File: src/rtl/calu_pkg.sv
// Package of the 8-bit handheld processor ALU: operation codes, flag bit
// positions and the word types that travel between the ALU stages.
// Depends on nothing; every other file of the block uses it.
package calu_pkg;

    localparam int OP_W   = 5;
    localparam int DATA_W = 16;
    localparam int BYTE_W = 8;
    localparam int BIT_W  = 3;
    localparam int FLAG_W = 4;

    // Flag positions inside the packed Z N H C nibble
    localparam int FLAG_Z = 3;
    localparam int FLAG_N = 2;
    localparam int FLAG_H = 1;
    localparam int FLAG_C = 0;

    // Decimal adjust constants
    localparam logic [BYTE_W-1:0] DAA_HI     = 8'h60;
    localparam logic [BYTE_W-1:0] DAA_LO     = 8'h06;
    localparam logic [BYTE_W-1:0] DAA_LIMIT  = 8'h99;
    localparam logic [3:0]        NIBBLE_MAX = 4'd9;

    typedef enum logic [OP_W-1:0] {
        OP_ADD   = 5'd0,
        OP_ADC   = 5'd1,
        OP_SUB   = 5'd2,
        OP_SBC   = 5'd3,
        OP_AND   = 5'd4,
        OP_OR    = 5'd5,
        OP_XOR   = 5'd6,
        OP_CP    = 5'd7,
        OP_INC   = 5'd8,
        OP_DEC   = 5'd9,
        OP_DAA   = 5'd10,
        OP_CPL   = 5'd11,
        OP_SCF   = 5'd12,
        OP_CCF   = 5'd13,
        OP_RLCA  = 5'd14,
        OP_RLA   = 5'd15,
        OP_RRCA  = 5'd16,
        OP_RRA   = 5'd17,
        OP_SLA   = 5'd18,
        OP_SRL   = 5'd19,
        OP_SWAP  = 5'd20,
        OP_BIT   = 5'd21,
        OP_SET   = 5'd22,
        OP_RES   = 5'd23,
        OP_ADD16 = 5'd24,
        OP_INC16 = 5'd25,
        OP_DEC16 = 5'd26
    } op_t;

    typedef struct packed {
        logic [OP_W-1:0]   op;
        logic [DATA_W-1:0] operand_a;
        logic [DATA_W-1:0] operand_b;
        logic [BIT_W-1:0]  bit_index;
        logic [FLAG_W-1:0] flags_in;
    } req_word_t;

    typedef struct packed {
        logic [DATA_W-1:0] result;
        logic [FLAG_W-1:0] flags_out;
    } rsp_word_t;

endpackage

File: src/rtl/calu_if.sv
// Valid/ready channel interfaces of the ALU: the request channel carries
// one operation word, the response channel one result word.
// Depends on calu_pkg for field widths.
interface calu_req_if;
    logic                          valid;
    logic                          ready;
    logic [calu_pkg::OP_W-1:0]     op;
    logic [calu_pkg::DATA_W-1:0]   operand_a;
    logic [calu_pkg::DATA_W-1:0]   operand_b;
    logic [calu_pkg::BIT_W-1:0]    bit_index;
    logic [calu_pkg::FLAG_W-1:0]   flags_in;

    modport source (output valid, op, operand_a, operand_b, bit_index, flags_in,
                    input ready);
    modport sink   (input valid, op, operand_a, operand_b, bit_index, flags_in,
                    output ready);
endinterface

interface calu_rsp_if;
    logic                          valid;
    logic                          ready;
    logic [calu_pkg::DATA_W-1:0]   result;
    logic [calu_pkg::FLAG_W-1:0]   flags_out;

    modport source (output valid, result, flags_out, input ready);
    modport sink   (input valid, result, flags_out, output ready);
endinterface

File: src/rtl/calu_core.sv
// Combinational datapath of the ALU: one operation word in, one result
// word with new flags out. Depends on calu_pkg.
module calu_core
(
    input  calu_pkg::req_word_t req,
    output calu_pkg::rsp_word_t rsp
);

    always_comb
    begin
        logic [7:0]  a;
        logic [7:0]  b;
        logic        cin;
        logic        c;
        logic [8:0]  sum9;
        logic [4:0]  nib5;
        logic [8:0]  diff9;
        logic [7:0]  r8;
        logic [7:0]  daa1;
        logic        daa_c;
        logic [16:0] sum17;
        logic [12:0] sum13;
        logic [3:0]  f;
        logic [3:0]  nf;
        logic [15:0] r;

        a     = req.operand_a[7:0];
        b     = req.operand_b[7:0];
        f     = req.flags_in;
        cin   = f[calu_pkg::FLAG_C];
        c     = (req.op == calu_pkg::OP_ADC || req.op == calu_pkg::OP_SBC) ? cin : 1'b0;
        sum9  = {1'b0, a} + {1'b0, b} + {8'd0, c};
        diff9 = {1'b0, a} - {1'b0, b} - {8'd0, c};
        sum17 = {1'b0, req.operand_a} + {1'b0, req.operand_b};
        sum13 = {1'b0, req.operand_a[11:0]} + {1'b0, req.operand_b[11:0]};
        nib5  = 5'd0;
        r8    = a;
        daa1  = a;
        daa_c = cin;
        nf    = f;
        r     = {8'd0, a};

        case (req.op)
            calu_pkg::OP_ADD, calu_pkg::OP_ADC:
            begin
                nib5 = {1'b0, a[3:0]} + {1'b0, b[3:0]} + {4'd0, c};
                r    = {8'd0, sum9[7:0]};
                nf   = {sum9[7:0] == 8'd0, 1'b0, nib5[4], sum9[8]};
            end
            calu_pkg::OP_SUB, calu_pkg::OP_SBC, calu_pkg::OP_CP:
            begin
                nib5 = {1'b0, a[3:0]} - {1'b0, b[3:0]} - {4'd0, c};
                nf   = {diff9[7:0] == 8'd0, 1'b1, nib5[4], diff9[8]};
                r    = (req.op == calu_pkg::OP_CP) ? {8'd0, a} : {8'd0, diff9[7:0]};
            end
            calu_pkg::OP_AND:
            begin
                r8 = a & b;
                r  = {8'd0, r8};
                nf = {r8 == 8'd0, 1'b0, 1'b1, 1'b0};
            end
            calu_pkg::OP_OR:
            begin
                r8 = a | b;
                r  = {8'd0, r8};
                nf = {r8 == 8'd0, 3'b000};
            end
            calu_pkg::OP_XOR:
            begin
                r8 = a ^ b;
                r  = {8'd0, r8};
                nf = {r8 == 8'd0, 3'b000};
            end
            calu_pkg::OP_INC:
            begin
                r8 = a + 8'd1;
                r  = {8'd0, r8};
                nf = {r8 == 8'd0, 1'b0, a[3:0] == 4'hF, cin};
            end
            calu_pkg::OP_DEC:
            begin
                r8 = a - 8'd1;
                r  = {8'd0, r8};
                nf = {r8 == 8'd0, 1'b1, a[3:0] == 4'h0, cin};
            end
            calu_pkg::OP_DAA:
            begin
                if (!f[calu_pkg::FLAG_N])
                begin
                    if (cin || a > calu_pkg::DAA_LIMIT)
                    begin
                        daa1  = a + calu_pkg::DAA_HI;
                        daa_c = 1'b1;
                    end
                    r8 = (f[calu_pkg::FLAG_H] || daa1[3:0] > calu_pkg::NIBBLE_MAX)
                         ? daa1 + calu_pkg::DAA_LO : daa1;
                end
                else
                begin
                    daa1 = cin ? a - calu_pkg::DAA_HI : a;
                    r8   = f[calu_pkg::FLAG_H] ? daa1 - calu_pkg::DAA_LO : daa1;
                end
                r  = {8'd0, r8};
                nf = {r8 == 8'd0, f[calu_pkg::FLAG_N], 1'b0, daa_c};
            end
            calu_pkg::OP_CPL:
            begin
                r  = {8'd0, ~a};
                nf = {f[calu_pkg::FLAG_Z], 1'b1, 1'b1, cin};
            end
            calu_pkg::OP_SCF:
                nf = {f[calu_pkg::FLAG_Z], 1'b0, 1'b0, 1'b1};
            calu_pkg::OP_CCF:
                nf = {f[calu_pkg::FLAG_Z], 1'b0, 1'b0, ~cin};
            calu_pkg::OP_RLCA:
            begin
                r  = {8'd0, a[6:0], a[7]};
                nf = {3'b000, a[7]};
            end
            calu_pkg::OP_RLA:
            begin
                r  = {8'd0, a[6:0], cin};
                nf = {3'b000, a[7]};
            end
            calu_pkg::OP_RRCA:
            begin
                r  = {8'd0, a[0], a[7:1]};
                nf = {3'b000, a[0]};
            end
            calu_pkg::OP_RRA:
            begin
                r  = {8'd0, cin, a[7:1]};
                nf = {3'b000, a[0]};
            end
            calu_pkg::OP_SLA:
            begin
                r8 = {a[6:0], 1'b0};
                r  = {8'd0, r8};
                nf = {r8 == 8'd0, 2'b00, a[7]};
            end
            calu_pkg::OP_SRL:
            begin
                r8 = {1'b0, a[7:1]};
                r  = {8'd0, r8};
                nf = {r8 == 8'd0, 2'b00, a[0]};
            end
            calu_pkg::OP_SWAP:
            begin
                r8 = {a[3:0], a[7:4]};
                r  = {8'd0, r8};
                nf = {r8 == 8'd0, 3'b000};
            end
            calu_pkg::OP_BIT:
                nf = {~a[req.bit_index], 1'b0, 1'b1, cin};
            calu_pkg::OP_SET:
                r = {8'd0, a | (8'd1 << req.bit_index)};
            calu_pkg::OP_RES:
                r = {8'd0, a & ~(8'd1 << req.bit_index)};
            calu_pkg::OP_ADD16:
            begin
                r  = sum17[15:0];
                nf = {f[calu_pkg::FLAG_Z], 1'b0, sum13[12], sum17[16]};
            end
            calu_pkg::OP_INC16:
                r = req.operand_a + 16'd1;
            calu_pkg::OP_DEC16:
                r = req.operand_a - 16'd1;
            default:
            begin
                // unused codes: pass operand_a and flags through
                r  = req.operand_a;
                nf = f;
            end
        endcase

        rsp.result    = r;
        rsp.flags_out = nf;
    end

endmodule

File: src/rtl/cpu_alu_with_flags_top.sv
// Top level of the 8-bit handheld processor ALU with flags: request input
// register, combinational datapath and result register.
// Depends on calu_pkg, calu_if.sv and calu_core.
//
// One operation word (op, operand_a, operand_b, bit_index, flags_in) goes in
// on the req channel and exactly one word (result, flags_out) comes out on
// the rsp channel, in order. The block keeps no architectural state: each
// word stands alone. It takes one word every clock cycle while the rsp side
// keeps taking results. A word accepted on the req channel lands in the input
// register; its result moves into the result register when that register is
// free, and rsp.valid is high while a result waits there. Both registers
// advance whenever the stage downstream is free. While a finished result
// waits to be taken, the request side accepts one more word into an empty
// input register and then stalls until the result leaves. Unused operation
// codes return operand_a and flags_in unchanged. Eight-bit operations use the
// low operand bytes and zero-extend the result.
module cpu_alu_with_flags_top
(
    input  logic            clk,
    input  logic            rst_n,
    calu_req_if.sink        req,
    calu_rsp_if.source      rsp
);

    // input register stage
    logic                  s1_valid_reg;
    calu_pkg::req_word_t   s1_data_reg;
    // result register stage
    logic                  s2_valid_reg;
    calu_pkg::rsp_word_t   s2_data_reg;

    logic                  s1_ready;
    logic                  s2_ready;
    calu_pkg::req_word_t   req_word;
    calu_pkg::rsp_word_t   core_rsp;

    // a stage takes a new word when empty or when its word leaves this cycle
    assign s2_ready = !s2_valid_reg || rsp.ready;
    assign s1_ready = !s1_valid_reg || s2_ready;
    assign req.ready = s1_ready;

    assign req_word.op        = req.op;
    assign req_word.operand_a = req.operand_a;
    assign req_word.operand_b = req.operand_b;
    assign req_word.bit_index = req.bit_index;
    assign req_word.flags_in  = req.flags_in;

    // capture the request word
    always_ff @(posedge clk or negedge rst_n)
    begin
        if (!rst_n)
        begin
            s1_valid_reg <= 1'b0;
        end
        else if (s1_ready)
        begin
            s1_valid_reg <= req.valid;
        end
    end

    always_ff @(posedge clk)
    begin
        if (s1_ready && req.valid)
        begin
            s1_data_reg <= req_word;
        end
    end

    calu_core u_core
    (
        .req (s1_data_reg),
        .rsp (core_rsp)
    );

    // hold the result until the consumer takes it
    always_ff @(posedge clk or negedge rst_n)
    begin
        if (!rst_n)
        begin
            s2_valid_reg <= 1'b0;
        end
        else if (s2_ready)
        begin
            s2_valid_reg <= s1_valid_reg;
        end
    end

    always_ff @(posedge clk)
    begin
        if (s2_ready && s1_valid_reg)
        begin
            s2_data_reg <= core_rsp;
        end
    end

    assign rsp.valid     = s2_valid_reg;
    assign rsp.result    = s2_data_reg.result;
    assign rsp.flags_out = s2_data_reg.flags_out;

    // an accepted request shows up in the input register
    a_req_captured: assert property (@(posedge clk) disable iff (!rst_n)
        (req.valid && req.ready) |=> s1_valid_reg)
        else $error("accepted request word not captured");

    // a word moving forward lands in the result register
    a_word_advances: assert property (@(posedge clk) disable iff (!rst_n)
        (s1_valid_reg && s2_ready) |=> s2_valid_reg)
        else $error("word lost between input and result register");

    // the result register holds what the datapath computed
    a_result_matches: assert property (@(posedge clk) disable iff (!rst_n)
        (s1_valid_reg && s2_ready) |=> (s2_data_reg == $past(core_rsp)))
        else $error("result register differs from datapath output");

    // back-pressure on the request side only when both stages are full
    a_stall_full: assert property (@(posedge clk) disable iff (!rst_n)
        !req.ready |-> (s1_valid_reg && s2_valid_reg))
        else $error("request stalled while a stage is free");

endmodule
File: src/flat_wrapper.sv
// flat-port wrapper written by rule: the top's interface ports become plain ports
module cpu_alu_with_flags_top_flat 
  (clk, rst_n, req_valid, req_op, req_operand_a, req_operand_b, req_bit_index, req_flags_in, req_ready, rsp_valid, rsp_result, rsp_flags_out, rsp_ready);
  calu_req_if req_i ();
  calu_rsp_if rsp_i ();
  input  logic clk;
  input  logic rst_n;
  input wire logic [$bits(req_i.valid)-1:0] req_valid;
  input wire logic [$bits(req_i.op)-1:0] req_op;
  input wire logic [$bits(req_i.operand_a)-1:0] req_operand_a;
  input wire logic [$bits(req_i.operand_b)-1:0] req_operand_b;
  input wire logic [$bits(req_i.bit_index)-1:0] req_bit_index;
  input wire logic [$bits(req_i.flags_in)-1:0] req_flags_in;
  output wire logic [$bits(req_i.ready)-1:0] req_ready;
  output wire logic [$bits(rsp_i.valid)-1:0] rsp_valid;
  output wire logic [$bits(rsp_i.result)-1:0] rsp_result;
  output wire logic [$bits(rsp_i.flags_out)-1:0] rsp_flags_out;
  input wire logic [$bits(rsp_i.ready)-1:0] rsp_ready;
  assign req_i.valid = req_valid;
  assign req_i.op = req_op;
  assign req_i.operand_a = req_operand_a;
  assign req_i.operand_b = req_operand_b;
  assign req_i.bit_index = req_bit_index;
  assign req_i.flags_in = req_flags_in;
  assign req_ready = req_i.ready;
  assign rsp_valid = rsp_i.valid;
  assign rsp_result = rsp_i.result;
  assign rsp_flags_out = rsp_i.flags_out;
  assign rsp_i.ready = rsp_ready;
  cpu_alu_with_flags_top u_core (.clk(clk), .rst_n(rst_n), .req(req_i), .rsp(rsp_i));
endmodule
File: config.mk
export PLATFORM = sky130hd
export DESIGN_NAME = cpu_alu_with_flags_top_flat
export DESIGN_NICKNAME = d
export VERILOG_FILES = /design/src/rtl/calu_pkg.sv /design/src/rtl/calu_if.sv /design/src/rtl/calu_core.sv /design/src/rtl/cpu_alu_with_flags_top.sv /design/src/flat_wrapper.sv
export SDC_FILE = /design/constraint.sdc
export NUM_CORES = 1
export LEC_CHECK = 0
export ABC_AREA = 0
export BUFFER_PORTS_ARGS = -buffer_cell sky130_fd_sc_hd__buf_2
export CAP_MARGIN = 20
export CORE_MARGIN = 3
export CORE_UTILIZATION = 39
export DETAILED_ROUTE_END_ITERATION = 16
export PLACE_DENSITY_LB_ADDON = 0.08
export SLEW_MARGIN = 20
export SYNTH_ARGS = -nofsm -noshare
export SYNTH_HDL_FRONTEND = slang
export SYNTH_SLANG_ARGS = --single-unit
File: constraint.sdc
create_clock -name clk -period 4.7 [get_ports clk]
set_clock_uncertainty 0.05 [all_clocks]
set_input_delay 0.94 -clock clk [delete_from_list [all_inputs] [get_ports clk]]
set_output_delay 0.94 -clock clk [all_outputs]
set_load 0.01 [all_outputs]
==> flow_summary.ini <==
[clocking]
clk_latency_ps = 350
cts_hold_buf = 0
clkSinkCount = 66
cts_root_buffer = clkbuf_16
cts_buffers = 9
path_clk_slew_ps = 60
cts-htree-levels = 3
cts_resized = 0
cts_setup_buffers = 0
cts_buffer_depth = 2
cts_tree = yes

[detailed_routing]
ant_nets = 0
vias = 6926
routed_wl_um = 28010
drtPass1Iterations = 5
via_per_inst = 6.383
wl_per_cell_um = 25.82
drcViolationCount = 0
first_iter_violations = 987

[layout]
design_area_sq_mm = 0.007841
drive_gt1_share_pct = 16.07
antenna_cells = 0
area_delta_synth_final_pct = 14.99
instances_no_fill = 1085
final_nets = 978
largest_reg_flops = 44
final_util_pct = 46.62

[power]
vdd_ir_drop_max_uv = 182.4
p_leak_nw = 3.149
power.density_mw_per_mm2 = 282.9

[synth]
synth_xor_xnor_area_share_pct = 6.165
ys_seq_area_share_pct = 28.92
ys_warn_count = 0
synthMuxAreaShare_pct = 1.560
async_flop_share_pct = 3.030
synthTopCellsByCount = edfxtp_1 (64), ha_1 (64), nor2_1 (62)
synth.distinct_cells = 74
synth_compound_area_share_pct = 24.94
synth.top_cells.by_area = edfxtp_1 (28%), ha_1 (12%), o21ai_0 (4.0%), xnor2_1 (3.9%), nor2_1 (3.4%)
synth-simple-area-share_pct = 19.96
postSynthCellCount = 793
synth_nets = 911
synth_edf_count = 64
synth_area_sq_mm = 0.006819
synth_fa_ha_area_share_pct = 13.50
synth-main-ff-cell = edfxtp_1
syn_area_per_cell_sq_um = 8.599
synth-seq-cells = 66
synth_top_cell_by_area = edfxtp_1
synth_top_family_by_area = compound AO/OA/AOI/OAI gates
synth_top_area_share_pct = 28.18

[placed_design]
pre_cts_ws_ps = 850.1
port_buffers = 69
dp.final_hpwl_um = 21050
place_area_sq_mm = 0.007520
gp_congestion = 0.9662
dp_cells = 1069

[worst_setup_path]
cp_cell_sequence = nor2b_1, nand3_1, inv_1, ha_1, a21oi_1, o22ai_1, nor2_1, xnor2_1, a2111oi_0, nand3_1
crit_arrival_ps = 3960
required_ps = 4700
critPathMaxFanout = 15
path_class = reg2reg
cp_slowest_cell = a2111oi_0
crit_buf_inv = 1
cp_top_family = compound AO/OA/AOI/OAI gates
max_stage_delay_ps = 950
end_kind = flip-flop
crit_path_start_kind = flip-flop
crit_path_frequent_cell = nand3_1

[sta]
min_period_over_period_pct = 84.19
setup_viol = 0
worst_pin_slew_ps = 1065
slew_viol_final = 0
slew-limit-headroom_pct = 27.15
tns_ps = 0
final-hold-violation-count = 0
rsz0062_at_grt = false
worst_slack_ps = 743.3
fin_crit_ps = 3957
clock.fmax_mhz = 252.7

[global_route]
grt_use_total_pct = 28.92
grt_antenna_before_repair = 1
grt_pass1_wl_um = 42690
grt_max_degree = 45
grt_pass1_vias = 6834
grt-ovfl-total = 0

[die]
die_y_um = 138.2
initial_utilization_pct = 40.54
coreArea_sq_mm = 0.01682
die_x_um = 138.2
die-area_sq_mm = 0.01911
ios = 70
row_count = 47

[status]
status = finished, final reports clean

[run]
cap_violations = 0

[min_path]
hold_path_class = in2async
==> placed cells by master, fill, tap and decap left out, types with 6 or more instances in the layout <==
master and n:
buf_2 69, nor2b_1 14, a21oi_1 45, o211ai_1 8
nand4_1 14, or3_1 8, buf_4 34, a221o_1 6
clkbuf_16 9, a32oi_1 7, a22oi_1 14, nor4_1 9
nand3_1 28, nand2_1 59, edfxtp_1 64, a221oi_1 7
a211oi_1 6, a31oi_1 10, o22ai_1 6, nor2_1 62
nand2b_1 16, xor2_1 18, fa_1 6, nor3_1 22
a21o_1 15, inv_1 40, o21ai_0 55, o221ai_1 8
xnor2_1 30, a2111oi_0 7, ha_1 64
==> layer usage <==
metal / track usage (%) / vias up / share of wire (%)
met3: 5.836 / 77 / 8.2
met4: 10.97 / 2 / 4.0
met2: 44.17 / 369 / 44
li1: - / 3141 / -
met5: 0 / - / 0.046
met1: 40.51 / 3337 / 44
==> power breakdown <==
group          switching [W]  internal [W]  total (W)
Combinational       0.000450      0.000265   0.000715
Sequential         0.0000349      0.000706   0.000741
Clock               0.000296      0.000467   0.000763
==> worst register-to-register path, delay by kind of cell (launching register included) <==
family,cells,cell delay [ps]
adders and majority gates,1,270
DFF,1,590
AOI/OAI and AO/OA,3,1340
and+or+nand+nor,4,940
buffers and inverters,1,320
xor gates and xnor gates,1,150
==> kinds of logic (layout without fill, tap and decap cells) <==
| group | after synthesis | after routing |
|---|---|---|
| simple gates | 268 | 268 |
| mux | 8 | 8 |
| flops | 66 | 66 |
| compound gates | 246 | 246 |
| xor+xnor | 48 | 48 |
| fa+ha+maj | 70 | 70 |
| buf+inv | 87 | 159 |
==> path summary, 6_finish.rpt <==
kind	depth (start not counted)	from	end	slack (ps)
min in group clk	1	u_core.s1_valid_reg$_DFFE_PN0N_	u_core.rsp.valid$_DFFE_PN0P_	450
setup reg to reg	10	u_core.s1_data_reg[43]$_DFFE_PP_	u_core.rsp.result[5]$_DFFE_PP_	740
hold / removal	1	rst_n	u_core.s1_valid_reg$_DFFE_PN0N_	310
hold reg to reg	1	u_core.s1_valid_reg$_DFFE_PN0N_	u_core.rsp.valid$_DFFE_PN0P_	450
max in group asynchronous	1	rst_n	u_core.rsp.valid$_DFFE_PN0P_	4190
setup / recovery	10	u_core.s1_data_reg[43]$_DFFE_PP_	u_core.rsp.result[5]$_DFFE_PP_	740
==> through the flow <==
| step | power [W] | hold slack [ps] |
|---|---|---|
| 2_1_floorplan | 0.001194 | 399.0 |
| 3_3_place_gp | 0.001444 | 414.5 |
| 3_5_place_dp | 0.001448 | 430.9 |
| 4_1_cts | 0.002213 | 301.7 |
| 5_1_grt | 0.002318 | 299.4 |
| 6_report | 0.002219 | 307.6 |
==> final cells by class <==
cell class / count / area (sq um)
Clock buffer: 10 / 229.0
Clock inverter: 6 / 90.09
Tap cell: 220 / 275.3
Inverter: 40 / 150.1
Multi-Input combinational cell: 640 / 4524
Fill cell: 1665 / 8977
Timing Repair Buffer: 103 / 600.6
Sequential cell: 66 / 1972
Power figures use the tool's default switching activity.
